===== src/npps_pkg.sv =====
package npps_pkg;

  localparam int MAX_JOBS_DEF = 16;

  localparam int ARR_W      = 16;
  localparam int PRI_W      = 8;
  localparam int BURST_W    = 16;
  localparam int JOB_IDX_W  = 4;
  localparam int OUT_TIME_W = 21;

  // One stored job: {priority, arrival, burst}, the priority field on top so
  // that the whole word compares in serving order.
  localparam int JOB_W = PRI_W + ARR_W + BURST_W;

  typedef enum logic [2:0] {
    S_LOAD,
    S_SCAN,
    S_DRAIN,
    S_DECIDE,
    S_FINISH,
    S_TURN,
    S_EMIT
  } sched_state_t;

  typedef struct packed {
    logic clear;     // start of a pass: forget the best candidate
    logic take;      // read data of one stored job is present
    logic min_mode;  // pass looks for the earliest unfinished arrival
  } scan_ctl_t;

endpackage


===== src/nonpreemptive_priority_scheduler.sv =====
// Channel  Transfer when        Payload
// in       in_valid & in_ready  arrival_time, job_priority, burst_time, last_job
// out      out_valid & out_ready job_index, completion_time, turnaround_time,
//                                waiting_time, overflow, last_result
//
// Loading accepts one job per cycle. A transfer with last_job set starts the
// schedule and in_ready stays low until the last result is in the output
// register. Each dispatch costs one to three passes over the n stored jobs
// through the single job RAM read port and one comparator, plus the shared
// adder in FINISH, TURN and EMIT. A stalled output holds the sequencer in
// EMIT. Reset (rst, synchronous) clears the sequencer, counts, done flags
// and the output valid; the job RAM is not cleared and is read only where
// written.
module nonpreemptive_priority_scheduler #(
  parameter int MAX_JOBS = npps_pkg::MAX_JOBS_DEF
) (
  input  logic                            clk,
  input  logic                            rst,
  input  logic                            in_valid,
  output logic                            in_ready,
  input  logic [npps_pkg::ARR_W-1:0]      arrival_time,
  input  logic [npps_pkg::PRI_W-1:0]      job_priority,
  input  logic [npps_pkg::BURST_W-1:0]    burst_time,
  input  logic                            last_job,
  output logic                            out_valid,
  input  logic                            out_ready,
  output logic [npps_pkg::JOB_IDX_W-1:0]  job_index,
  output logic [npps_pkg::OUT_TIME_W-1:0] completion_time,
  output logic [npps_pkg::OUT_TIME_W-1:0] turnaround_time,
  output logic [npps_pkg::OUT_TIME_W-1:0] waiting_time,
  output logic                            overflow,
  output logic                            last_result
);
  import npps_pkg::*;

  localparam int IDX_W  = (MAX_JOBS > 1) ? $clog2(MAX_JOBS) : 1;
  localparam int CNT_W  = $clog2(MAX_JOBS + 1);
  // Latest arrival plus every burst still fits.
  localparam int TIME_W = (ARR_W + CNT_W > OUT_TIME_W) ? ARR_W + CNT_W : OUT_TIME_W;

  sched_state_t         state, state_next;
  logic                 mode_min;
  logic [IDX_W-1:0]     rd_idx;
  logic                 d_vld;
  logic [IDX_W-1:0]     d_idx;
  logic [CNT_W-1:0]     count;
  logic [CNT_W-1:0]     emitted;
  logic [TIME_W-1:0]    now;
  logic [TIME_W-1:0]    turn;
  logic                 ovf;
  logic [MAX_JOBS-1:0]  done;

  logic                 in_xfer;
  logic                 out_free;
  logic                 room;
  logic                 last_rd;
  logic                 final_res;
  logic                 start_pass;

  logic [JOB_W-1:0]     rd_job;
  scan_ctl_t            ctl;
  logic                 found;
  logic [IDX_W-1:0]     best_idx;
  logic [ARR_W-1:0]     best_arr;
  logic [BURST_W-1:0]   best_burst;

  logic [TIME_W-1:0]    alu_a, alu_b, alu_y;
  logic                 alu_sub;

  assign in_xfer   = in_valid && in_ready;
  assign out_free  = !out_valid || out_ready;
  assign room      = count < CNT_W'(MAX_JOBS);
  assign last_rd   = CNT_W'(rd_idx) == count - 1'b1;
  assign final_res = emitted + 1'b1 == count;

  npps_ram #(
    .WIDTH (JOB_W),
    .DEPTH (MAX_JOBS)
  ) u_jobs (
    .clk   (clk),
    .we    (in_xfer && room),
    .waddr (count[IDX_W-1:0]),
    .wdata ({job_priority, arrival_time, burst_time}),
    .raddr (rd_idx),
    .rdata (rd_job)
  );

  assign ctl.clear    = start_pass;
  assign ctl.take     = d_vld;
  assign ctl.min_mode = mode_min;

  npps_scan #(
    .TIME_W (TIME_W),
    .IDX_W  (IDX_W)
  ) u_scan (
    .clk        (clk),
    .rst        (rst),
    .ctl        (ctl),
    .idx        (d_idx),
    .job        (rd_job),
    .done_bit   (done[d_idx]),
    .now        (now),
    .found      (found),
    .best_idx   (best_idx),
    .best_arr   (best_arr),
    .best_burst (best_burst)
  );

  // Shared adder: advance the clock, then turnaround, then waiting time.
  always_comb begin
    alu_a   = now;
    alu_b   = TIME_W'(best_burst);
    alu_sub = 1'b0;
    case (state)
      S_TURN: begin
        alu_b   = TIME_W'(best_arr);
        alu_sub = 1'b1;
      end
      S_EMIT: begin
        alu_a   = turn;
        alu_sub = 1'b1;
      end
      default: ;
    endcase
    alu_y = alu_a + (alu_sub ? ~alu_b : alu_b) + TIME_W'(alu_sub);
  end

  always_comb begin
    state_next = state;
    in_ready   = 1'b0;
    start_pass = 1'b0;
    case (state)
      S_LOAD: begin
        in_ready = 1'b1;
        if (in_xfer && last_job) begin
          state_next = S_SCAN;
          start_pass = 1'b1;
        end
      end
      S_SCAN: begin
        if (last_rd) begin
          state_next = S_DRAIN;
        end
      end
      S_DRAIN: state_next = S_DECIDE;
      S_DECIDE: begin
        if (!mode_min && found) begin
          state_next = S_FINISH;
        end else begin
          state_next = S_SCAN;
          start_pass = 1'b1;
        end
      end
      S_FINISH: state_next = S_TURN;
      S_TURN:   state_next = S_EMIT;
      S_EMIT: begin
        if (out_free) begin
          if (final_res) begin
            state_next = S_LOAD;
          end else begin
            state_next = S_SCAN;
            start_pass = 1'b1;
          end
        end
      end
      default: state_next = S_LOAD;
    endcase
  end

  always_ff @(posedge clk) begin
    if (rst) begin
      state <= S_LOAD;
    end else begin
      state <= state_next;
    end
  end

  // Sequencer counters and schedule state.
  always_ff @(posedge clk) begin
    if (rst) begin
      mode_min <= 1'b0;
      rd_idx   <= '0;
      d_vld    <= 1'b0;
      count    <= '0;
      emitted  <= '0;
      now      <= '0;
      ovf      <= 1'b0;
      done     <= '0;
    end else begin
      d_vld <= state == S_SCAN;
      if (start_pass) begin
        rd_idx <= '0;
      end else if (state == S_SCAN && !last_rd) begin
        rd_idx <= rd_idx + 1'b1;
      end
      case (state)
        S_LOAD: begin
          if (in_xfer) begin
            if (room) begin
              count <= count + 1'b1;
            end else begin
              ovf <= 1'b1;
            end
          end
        end
        S_DECIDE: begin
          // No ready job: find the next arrival, jump there, pick again.
          if (mode_min) begin
            now      <= TIME_W'(best_arr);
            mode_min <= 1'b0;
          end else if (!found) begin
            mode_min <= 1'b1;
          end
        end
        S_FINISH: now <= alu_y;
        S_EMIT: begin
          if (out_free) begin
            if (final_res) begin
              count   <= '0;
              emitted <= '0;
              now     <= '0;
              ovf     <= 1'b0;
              done    <= '0;
            end else begin
              emitted        <= emitted + 1'b1;
              done[best_idx] <= 1'b1;
            end
          end
        end
        default: ;
      endcase
    end
  end

  always_ff @(posedge clk) begin
    d_idx <= rd_idx;
    if (state == S_TURN) begin
      turn <= alu_y;
    end
  end

  // Output register: a result waits here while the sequencer scans on or loading resumes.
  always_ff @(posedge clk) begin
    if (rst) begin
      out_valid <= 1'b0;
    end else if (state == S_EMIT && out_free) begin
      out_valid <= 1'b1;
    end else if (out_ready) begin
      out_valid <= 1'b0;
    end
  end

  always_ff @(posedge clk) begin
    if (state == S_EMIT && out_free) begin
      job_index       <= JOB_IDX_W'(best_idx);
      completion_time <= now[OUT_TIME_W-1:0];
      turnaround_time <= turn[OUT_TIME_W-1:0];
      waiting_time    <= alu_y[OUT_TIME_W-1:0];
      overflow        <= ovf;
      last_result     <= final_res;
    end
  end

endmodule


===== src/npps_ram.sv =====
module npps_ram #(
  parameter int WIDTH = 8,
  parameter int DEPTH = 16,
  localparam int AW = (DEPTH > 1) ? $clog2(DEPTH) : 1
) (
  input  logic             clk,
  input  logic             we,
  input  logic [AW-1:0]    waddr,
  input  logic [WIDTH-1:0] wdata,
  input  logic [AW-1:0]    raddr,
  output logic [WIDTH-1:0] rdata
);

  logic [WIDTH-1:0] mem [DEPTH];

  always_ff @(posedge clk) begin
    if (we) begin
      mem[waddr] <= wdata;
    end
    rdata <= mem[raddr];
  end

endmodule


===== src/npps_scan.sv =====
module npps_scan #(
  parameter int TIME_W = 21,
  parameter int IDX_W  = 4
) (
  input  logic                         clk,
  input  logic                         rst,
  input  npps_pkg::scan_ctl_t          ctl,
  input  logic [IDX_W-1:0]             idx,
  input  logic [npps_pkg::JOB_W-1:0]   job,
  input  logic                         done_bit,
  input  logic [TIME_W-1:0]            now,
  output logic                         found,
  output logic [IDX_W-1:0]             best_idx,
  output logic [npps_pkg::ARR_W-1:0]   best_arr,
  output logic [npps_pkg::BURST_W-1:0] best_burst
);
  import npps_pkg::*;

  logic [JOB_W-1:0]   best_job;
  logic [ARR_W-1:0]   cand_arr;
  logic [JOB_W-1:0]   cand_key;
  logic [JOB_W-1:0]   best_key;
  logic               elig;
  logic               better;

  assign cand_arr   = job[BURST_W +: ARR_W];
  assign best_arr   = best_job[BURST_W +: ARR_W];
  assign best_burst = best_job[BURST_W-1:0];

  // Earliest-arrival passes compare on arrival alone.
  assign cand_key = ctl.min_mode ? {{PRI_W{1'b0}}, cand_arr, {BURST_W{1'b0}}} : job;
  assign best_key = ctl.min_mode ? {{PRI_W{1'b0}}, best_arr, {BURST_W{1'b0}}} : best_job;

  assign elig   = !done_bit && (ctl.min_mode || TIME_W'(cand_arr) <= now);
  // Strict less: on a full tie the lower index, seen first, stays.
  assign better = !found || (cand_key < best_key);

  always_ff @(posedge clk) begin
    if (rst) begin
      found <= 1'b0;
    end else if (ctl.clear) begin
      found <= 1'b0;
    end else if (ctl.take && elig) begin
      found <= 1'b1;
    end
  end

  always_ff @(posedge clk) begin
    if (ctl.take && elig && better) begin
      best_job <= job;
      best_idx <= idx;
    end
  end

endmodule


===== config.mk =====
export PLATFORM = sky130hd
export DESIGN_NAME = nonpreemptive_priority_scheduler
export DESIGN_NICKNAME = d
export VERILOG_FILES = /design/src/npps_pkg.sv /design/src/nonpreemptive_priority_scheduler.sv /design/src/npps_ram.sv /design/src/npps_scan.sv
export SDC_FILE = /design/constraint.sdc
export NUM_CORES = 1
export LEC_CHECK = 0
export ABC_AREA = 1
export BUFFER_PORTS_ARGS = -buffer_cell sky130_fd_sc_hd__clkbuf_2
export CAP_MARGIN = 20
export CORE_MARGIN = 4
export CORE_UTILIZATION = 55
export CTS_BUF_LIST = sky130_fd_sc_hd__clkbuf_8
export DETAILED_ROUTE_END_ITERATION = 12
export GPL_ROUTABILITY_DRIVEN = 0
export HOLD_SLACK_MARGIN = 0.05
export PLACE_DENSITY_LB_ADDON = 0.05
export SKIP_CTS_REPAIR_TIMING = 1
export SLEW_MARGIN = 40
export SYNTH_ARGS = -nofsm -noshare
export SYNTH_HDL_FRONTEND = slang
export SYNTH_SLANG_ARGS = --single-unit

===== constraint.sdc =====
create_clock -name clk -period 6 [get_ports clk]
set_input_delay 0.9 -clock clk [delete_from_list [all_inputs] [get_ports clk]]
set_output_delay 0.9 -clock clk [all_outputs]
set_load 0.01 [all_outputs]

### After elaboration in Yosys (flattened, before gate mapping)

Memories as Yosys holds them, arrays and structs flattened. A register that Yosys moved wholly into a read port is not among the register bits.
Cells that the tools add are included.

| operators by class | value |
|---|---|
| $add $sub $neg | 6 |
| magnitude comparators | 6 |
| equality and inequality tests | 16 |
| muxes and demuxes | 44 |
| bitwise gates (word level) | 2 |
| reductions and logical operators | 29 |

Operators by type and width:

| cell | count |
|---|---|
| $mux W21 | 5 |
| $mux W40 | 2 |
| $pmux W21 S3 | 1 |
| $lt A40 B40 Y1 | 1 |
| $mux W16 | 2 |
| $mux W5 | 5 |
| $add A21 B1 Y21 | 1 |
| $add A21 B21 Y21 | 1 |
| $le A16 B21 Y1 | 1 |
| $not A21 Y21 | 1 |
| $pmux W3 S7 | 1 |
| $mux W1 | 19 |
| $ne A2 B2 Y1 const B | 8 |
| $or A16 B16 Y16 | 1 |
| $mux W3 | 4 |
| $add A5 B1 Y5 const B | 2 |
| $logic_and A1 B1 Y1 | 10 |
| $lt A4 B5 Y1 const B | 2 |
| $pmux W5 S2 | 1 |
| $reduce_and A5 Y1 | 2 |
| $eq A3 B3 Y1 const B | 3 |
| $eq A3 B2 Y1 const B | 2 |
| $eq A4 B5 Y1 | 1 |
| $eq A5 B5 Y1 | 1 |
| 18 further kinds | 26 |

| word-level totals | value |
|---|---|
| register bits after elaboration | 197 |
| RAM bits | 640 |
| output and inout port bits | 71 |
| word-level logic and storage cells | 125 |
| memories kept | 1 |

Memories:

| memory | depth | width | read ports | clocked after memory_dff | wr ports | RTL line | RTL |
|---|---|---|---|---|---|---|---|
| u_jobs.mem | 16 | 40 | 1 | 1 | 1 | npps_ram.sv:14 | `logic [WIDTH-1:0] mem [DEPTH];` |

### Logic depth before layout (Yosys ltp)

Gate-level depths: netlist of the first run.

| depth | value |
|---|---|
| depth after elaboration | 7 |
| mapped depth | 18 |
| gate-level depth less buffers | 18 |

### By module

A second synthesis of the first run with hierarchy kept.

| second synthesis, totals | value |
|---|---|
| cells, all modules | 3909 |
| area, all modules | 39317.7 um^2 |

By module, submodules not included:

| module | times used | cells each | area each (um^2) | sequential area each (um^2) |
|---|---|---|---|---|
| npps_ram | 1 | 2645 | 28287.1 | 20019.2 |
| nonpreemptive_priority_scheduler | 1 | 853 | 7602.3 | 3943.8 |
| npps_scan | 1 | 411 | 3428.3 | 1341.3 |

### Least setup slack after synthesis of the first run

No wires, ideal clock.

| path | value |
|---|---|
| kind | input -> register |
| start | input port out_ready |
| end | register emitted[0] |
| library setup time | 122 ps |
| arrival | 4640 ps |
| data required time | 5878 ps |
| slack | 1238 ps |
| stages on the path | 6 |
| path buffers | 1 |
| cells stage by stage | nor2_1 -> nor2_1 -> inv_1 -> clkbuf_1 -> o21ai_0 -> a21oi_1 |

| on the way | value |
|---|---|
| cells in the longest elaborated chain, start to end | 2 |

Ends and longest elaborated chain:

| what | RTL line | RTL |
|---|---|---|
| start: declaration | nonpreemptive_priority_scheduler.sv:26 | `input logic out_ready,` |
| $logic_or A1 B1 Y1 | nonpreemptive_priority_scheduler.sv:71 | `assign out_free = !out_valid \|\| out_ready;` |
| $reduce_and A2 Y1 (no line) | - |  |
| end signal: assignment | nonpreemptive_priority_scheduler.sv:225 | `emitted <= emitted + 1'b1;` |
| end: declaration | nonpreemptive_priority_scheduler.sv:47 | `logic [CNT_W-1:0] emitted;` |

No other way between the ends.
A chain may end at the register's enable or synchronous reset.

### Worst setup path after layout of the first run

| path | value |
|---|---|
| start | register state[2] |
| end | register waiting_time[20] (netlist name) (data pin) |

| on the way | value |
|---|---|
| cells in the longest elaborated chain, start to end | 6 |
| elaborated cells between the ends (all ways) | 10 |
| classes of those cells | add/sub (2); eq/ne (2); mux (4); bitwise (1); reduce/logical (1) |

Ends and longest elaborated chain:

| what | RTL line | RTL |
|---|---|---|
| start: declaration | nonpreemptive_priority_scheduler.sv:41 | `sched_state_t state, state_next;` |
| start signal: assignment | nonpreemptive_priority_scheduler.sv:174 | `state <= state_next;` |
| $eq A3 B3 Y1 | nonpreemptive_priority_scheduler.sv:114 | `case (state)` |
| $reduce_or A2 Y1 (no line) / $mux W16 (equally long branches) | - |  |
| $mux W1 / $not A21 Y21 (equally long branches) | nonpreemptive_priority_scheduler.sv:114, nonpreemptive_priority_scheduler.sv:125 |  |
| $mux W21 | nonpreemptive_priority_scheduler.sv:125 | `alu_y = alu_a + (alu_sub ? ~alu_b : alu_b) + TIME_W'(alu_sub);` |
| $add A21 B21 Y21 | nonpreemptive_priority_scheduler.sv:125 |  |
| $add A21 B1 Y21 (*) | nonpreemptive_priority_scheduler.sv:125 |  |
| net alu_y[20] | nonpreemptive_priority_scheduler.sv:67 | `logic [TIME_W-1:0] alu_a, alu_b, alu_y;` |
| end signal: assignment | nonpreemptive_priority_scheduler.sv:258 | `waiting_time <= alu_y[OUT_TIME_W-1:0];` |
| end: declaration | nonpreemptive_priority_scheduler.sv:30 | `output logic [npps_pkg::OUT_TIME_W-1:0] waiting_time,` |

The timed path passes the listed nets; every way through them passes the cells marked *.

==> impl_metrics.yaml, run 1 <==
power:
  power_frac_comb: 0.177
  power_density_nw_per_um2: 368
  swShare: 0.293
  ir_drop_uv: 229
  switching_power_mw: 4.37
  power_frac_clock: 0.324
  power.leakage_nw: 14.1
  internal-power_mw: 10.5
  seq_power_share: 0.499
  fin_total_pwr_mw: 14.9
placed_design:
  placed_cell_area_sq_um: 37800
  place.detailed.hpwl_mm: 50.4
  port_buffers: 115
layout:
  final_area_sq_um: 40600
  area_growth_pct: 12.4
  finalNetCount: 3069
  drive_above_1_share: 0.132
cts:
  clock_latency_ns: 0.78
  cts_buffer_depth: 3
  htree_levels: 4
  numCtsBuffers: 143
  cts_sinks: 877
  tritoncts: "yes"
  cts_root_buf: "clkbuf_8"
  clk_pin_slew_worst_paths_ns: 0.07
global_route:
  grt_pass1_vias: 22700
  grt_max_degree: 175
  grt_usage: 0.250
  grt_pass1_wl_mm: 135
  overflow: 0
  antenna_found_initial: 5
yosys:
  syn_inst: 2788
  synth_edf_count: 774
  synth_flop_cell: "edfxtp_1"
  synth_nets: 2914
  synth_area_per_cell_sq_um: 12.9
  synth_async_sr_flop_share: 0
  synth_cell_types: 50
  syn_area_sq_um: 36100
  seq_area_frac_synth: 0.701
  yosys_warnings: 0
  yosys.area.top_type: "edfxtp_1"
  synth_area_leaders: "edfxtp_1 (64%), dfxtp_1 (5.7%), nor2_1 (3.6%), mux2i_1 (3.4%), nand2_1 (3.2%)"
  synth_most_common_cell: "edfxtp_1"
  synth_commonest_cells: "edfxtp_1 (774), nor2_1 (346), nand2_1 (306)"
  yosysTopAreaCellShare: 0.644
  synth_seq_cells: 877
sta:
  finalMaxSlewViolations: 0
  fin_crit_sh: 0.659
  slew_headroom: 0.420
  setup_tns_ns: 0
  rsz0062_at_grt: "false"
  fin_skew_ns: 0.0360
  tightest_slew_ns: 0.871
  timing.final.crit_period_ns: 3.95
  hold_viol: 0
  setup_viol: 0
  fmax_mhz: 253
run_status:
  status: "finished, final reports clean"
worst_hold_path:
  hold_path_depth: 0
  hold_start: "now[15]"
  min_path_type: "reg2reg"
route:
  wirelength_mm: 88.0
  first_pass_iters: 5
  dr_total_vias: 23300
  via_per_inst: 5.95
  drc_errors: 0
  wl_per_cell_microns: 22.5
  drt_first_iter_violations: 2101
  ant_nets: 0
worst_setup_path:
  rr_startpoint: "state[2]"
  r2r_cells: 13
  critical_path.cell_chain: "nand3_4 > inv_2 > buf_4 > o21ai_0 > ha_1 > a21oi_1 > o21ai_0 > inv_1 > nor2_1 > nor3_1 > o21ai_0 > or2_2 > and2_1"
  critPathBufInv: 3
  crit_start: "state[2]"
  critical_path_depth: 13
  crit_top_cell: "o21ai_0"
  critPathLaunchType: "register"
  r2r_end: "waiting_time[20]"
  slowest_stage: "dfxtp_1"
  critPathKind: "reg2reg"
  path_delay_family: "simple AND/OR/NAND/NOR gates"
  worstPathRequired_ns: 6.51
  worstPathMaxFanout: 31
  end_kind: "register"
  crit_path_end: "waiting_time[20]"
  critPathMaxStageDelay_ns: 0.62
  regToRegSetupSlack_ns: 2.05
  critPathArrivalTime_ns: 4.47
floorplanning:
  die_w_microns: 264
  coreArea_sq_um: 64700
  die_area_sq_um: 69800
  start_util: 0.558
  die_h_microns: 264
  io_pins: 116
  rows: 93
flow_run:
  drv_cap: 0
how the worst min path moves through the flow:
stage,endpoint,slack [ns]
final,completion_time[15],0.43
after global routing,completion_time[15],0.44
after CTS,u_scan.best_job[14],0.43
after detailed placement,completion_time[15],0.42
after global placement,u_scan.best_job[36],0.42
after floorplan,d_idx[3],0.33
through the flow:
stage / setup WS [ns] / cells / hold slack, ns / utilization
after floorplan: 1.24 / 2788 / 0.329 / -
after global placement: 1.52 / 3643 / 0.423 / 0.580
after detailed placement: 1.87 / 3651 / 0.417 / 0.584
after CTS: 1.85 / 3911 / 0.430 / 0.626
after global routing: 1.84 / 3915 / 0.438 / 0.627
final: 2.05 / 3915 / 0.430 / 0.627
cell usage in the layout, fill, tap and decap left out, types with 14 or more instances in the layout:
cell type / netlist / final
nand2_1: 306 / 306
a211oi_1: 18 / 18
xnor2_1: 14 / 14
dfxtp_1: 103 / 98
nand3_1: 89 / 89
o221ai_1: 126 / 126
ha_1: 80 / 80
clkinv_2: 0 / 15
o211ai_1: 46 / 46
xor2_1: 18 / 18
nor2_4: 0 / 17
mux2i_1: 124 / 124
clkinv_1: 3 / 15
buf_4: 2 / 24
nor2_1: 346 / 329
nand4_1: 16 / 16
clkbuf_8: 0 / 163
edfxtp_1: 774 / 774
nor3_1: 17 / 17
o21ai_0: 222 / 222
a21oi_1: 92 / 91
o32ai_1: 31 / 31
clkbuf_2: 0 / 115
inv_1: 134 / 191
power by group through the flow:
stage | clock (mW) | sequential, mW | combinational [mW]
detailed placement | 0 | 7.57 | 2.62
global placement | 0 | 7.55 | 2.51
global route | 5.25 | 7.48 | 2.94
CTS | 4.95 | 7.44 | 2.63
finish | 4.83 | 7.45 | 2.64
floorplan | 0 | 7.37 | 1.89
cell families (layout without fill, tap and decap cells):
group / count (synthesis) / in the layout / synth area share
AND/OR/NAND/NOR: 810 / 810 / 0.0933
multiplexers: 124 / 124 / 0.0344
buffers and inverters: 290 / 560 / 0.0317
AO/OA/AOI/OAI: 570 / 570 / 0.101
XOR/XNOR: 36 / 36 / 0.00957
adder cells (fa/ha/maj): 81 / 81 / 0.0283
flip-flops: 877 / 877 / 0.701
other: 0 / 2 / 0
sequential cells by signal, summed over array words and instances (netlist names), 21 cells and up:
name and count:
now 21, waiting_time 21, turnaround_time 21, completion_time 21, u_jobs.mem 640, u_jobs.rdata 40
u_scan.best_job 40, turn 21
worst register-to-register path, delay by kind of cell (launching register included):
kind / cells / cell delay (ns)
and+or+nand+nor: 5 / 1.08
DFF: 1 / 0.62
buffers and inverters: 3 / 0.97
adders and majority gates: 1 / 0.38
AOI/OAI and AO/OA: 4 / 0.66
layer usage:
metal	global-route usage	wire length, microns	up-vias
li1	-	-	10700
met1	0.351	38500	11700
met2	0.394	41000	809
met3	0.0487	5690	177
met4	0.0909	2750	6
met5	0	45	-
final cells by class:
class                   count  area (sq um)
diodes                      2          5.00
clock buffers             163          2240
clock inverters            97           470
fillers                  5014         24100
inverters                 142           544
multi-input cells        1621          9770
flip-flops and latches    877         25300
well taps                 855          1070
repair buffers            158          1150
(Power assumes the default switching activity.)
==> run 2: changes to the inputs <==
Clock period 6 ns to 3.61 ns, I/O delays scaled along.
==> impl_metrics.yaml, run 2 (synthesis results as in run 1) <==
layout:
  finalNetCount: 3085
  drive_above_1_share: 0.134
  area_growth_pct: 12.9
  layoutNonFillerInstCount: 3934
  multi_input_area_sq_um: 9770
  seq_area_sq_um: 25300
  mostFrequentLayoutCell: "edfxtp_1"
  largest_register_ffs: 640
  fin_util: 0.630
  largestRegisters: "u_jobs.mem (640), u_jobs.rdata (40), u_scan.best_job (40)"
  fillCellCount: 5009
  most-common-layout-cells: "edfxtp_1 (774), nor2_1 (328), nand2_1 (306)"
  largest_register: "u_jobs.mem"
placed_design:
  placed_cells: 3667
  pre_cts_slack_ns: 0.331
  place.detailed.hpwl_mm: 51.2
  port_buffers: 115
worst_setup_path:
  critPathArrivalTime_ns: 4.03
  critPathLaunchType: "register"
  worstPathRequired_ns: 4.31
  worstPathMaxFanout: 16
  end_kind: "register"
  critPathKind: "reg2reg"
run_status:
  status: "finished, final reports clean"
sta:
  fmax_mhz: 300
  hold_viol: 0
  finalMaxSlewViolations: 0
  fin_crit_sh: 0.925
  timing.final.crit_period_ns: 3.34
  setup_viol: 0
  setup_tns_ns: 0
  rsz0062_at_grt: "false"
  setup_ws_ns: 0.271
  slew_headroom: 0.460
  fin_skew_ns: 0.0293
  tightest_slew_ns: 0.810
cts:
  cts_buffer_depth: 3
  tritoncts: "yes"
  clock_latency_ns: 0.79
  clk_pin_slew_worst_paths_ns: 0.06
  htree_levels: 4
  cts_sinks: 877
  numCtsBuffers: 144
  cts_root_buf: "clkbuf_8"
global_route:
  grt_usage: 0.260
  grt_max_degree: 114
  overflow: 0
  grt_pass1_vias: 22900
  antenna_found_initial: 4
  grt_pass1_wl_mm: 138
floorplanning:
  die_w_microns: 264
  rows: 93
  io_pins: 116
  start_util: 0.558
  die_area_sq_um: 69800
  die_h_microns: 264
  coreArea_sq_um: 64700
route:
  drc_errors: 0
  wl_per_cell_microns: 23.3
  dr_total_vias: 23300
  drt_first_iter_violations: 2266
  first_pass_iters: 6
  via_per_inst: 5.93
  ant_nets: 0
  wirelength_mm: 91.7
power:
  ir_drop_uv: 378
  fin_total_pwr_mw: 25.0
  power_density_nw_per_um2: 613
  power.leakage_nw: 14.2
worst_hold_path:
  min_path_type: "in2reg"
flow_run:
  drv_cap: 0
==> run 2: worst max-delay path, stage by stage, from the launching register on <==
cell and delay, ns:
dfxtp_1 0.45, inv_2 0.11, nand3_4 0.18, clkinv_1 0.38
nand2_1 0.17, o211ai_1 0.19, ha_1 0.44, nand2_1 0.12
nor2_1 0.16, inv_1 0.07, nor3_1 0.26, nand3_1 0.14
nand3_1 0.13, xor2_1 0.26, nand2_1 0.08, a21oi_1 0.12
==> run 2: metal layers <==
metal,vias to the layer above,global-route usage,part of all wire
li1,10700,-,-
met1,11600,0.359,0.43
met2,890,0.414,0.47
met3,153,0.0539,0.075
met4,2,0.0911,0.027
met5,-,0,0.00014
==> run 2: path summary, 6_finish.rpt <==
check	startpoint	end	slack [ns]	cells after the start
worst max register to register	state[1]	now[18]	0.27	15
worst min register to register	u_jobs.rdata[36]	u_scan.best_job[36]	0.43	0
worst max-delay path	state[1]	now[18]	0.27	15
worst min-delay path	burst_time[12]	u_jobs.mem[5][12]	0.16	1
==> run 2: where the power goes <==
group          switching [mW]  internal [mW]  total [mW]  leakage [nW]
clock                    3.92           4.25        8.17          1.62
sequential              0.512           11.8        12.3          7.84
combinational            2.93           1.53        4.46          4.74
total                    7.36           17.6        25.0          14.2
==> run 2: layout make-up <==
class / count / area share
Multi-Input combinational cell: 1621 / 0.240
Sequential cell: 877 / 0.622
Timing Repair Buffer: 173 / 0.0312
Clock buffer: 157 / 0.0531
Inverter: 142 / 0.0133
Antenna cell: 3 / 0.000184
Tap cell: 855 / 0.0263
Clock inverter: 106 / 0.0143
==> run 2: through the flow <==
step | hold WS (ns) | area (sq um)
after global placement | 0.420 | 38000
final | 0.163 | 40700
after detailed placement | 0.418 | 38000
after CTS | 0.0835 | 40700
after global routing | 0.141 | 40700
after floorplan | 0.329 | 36100
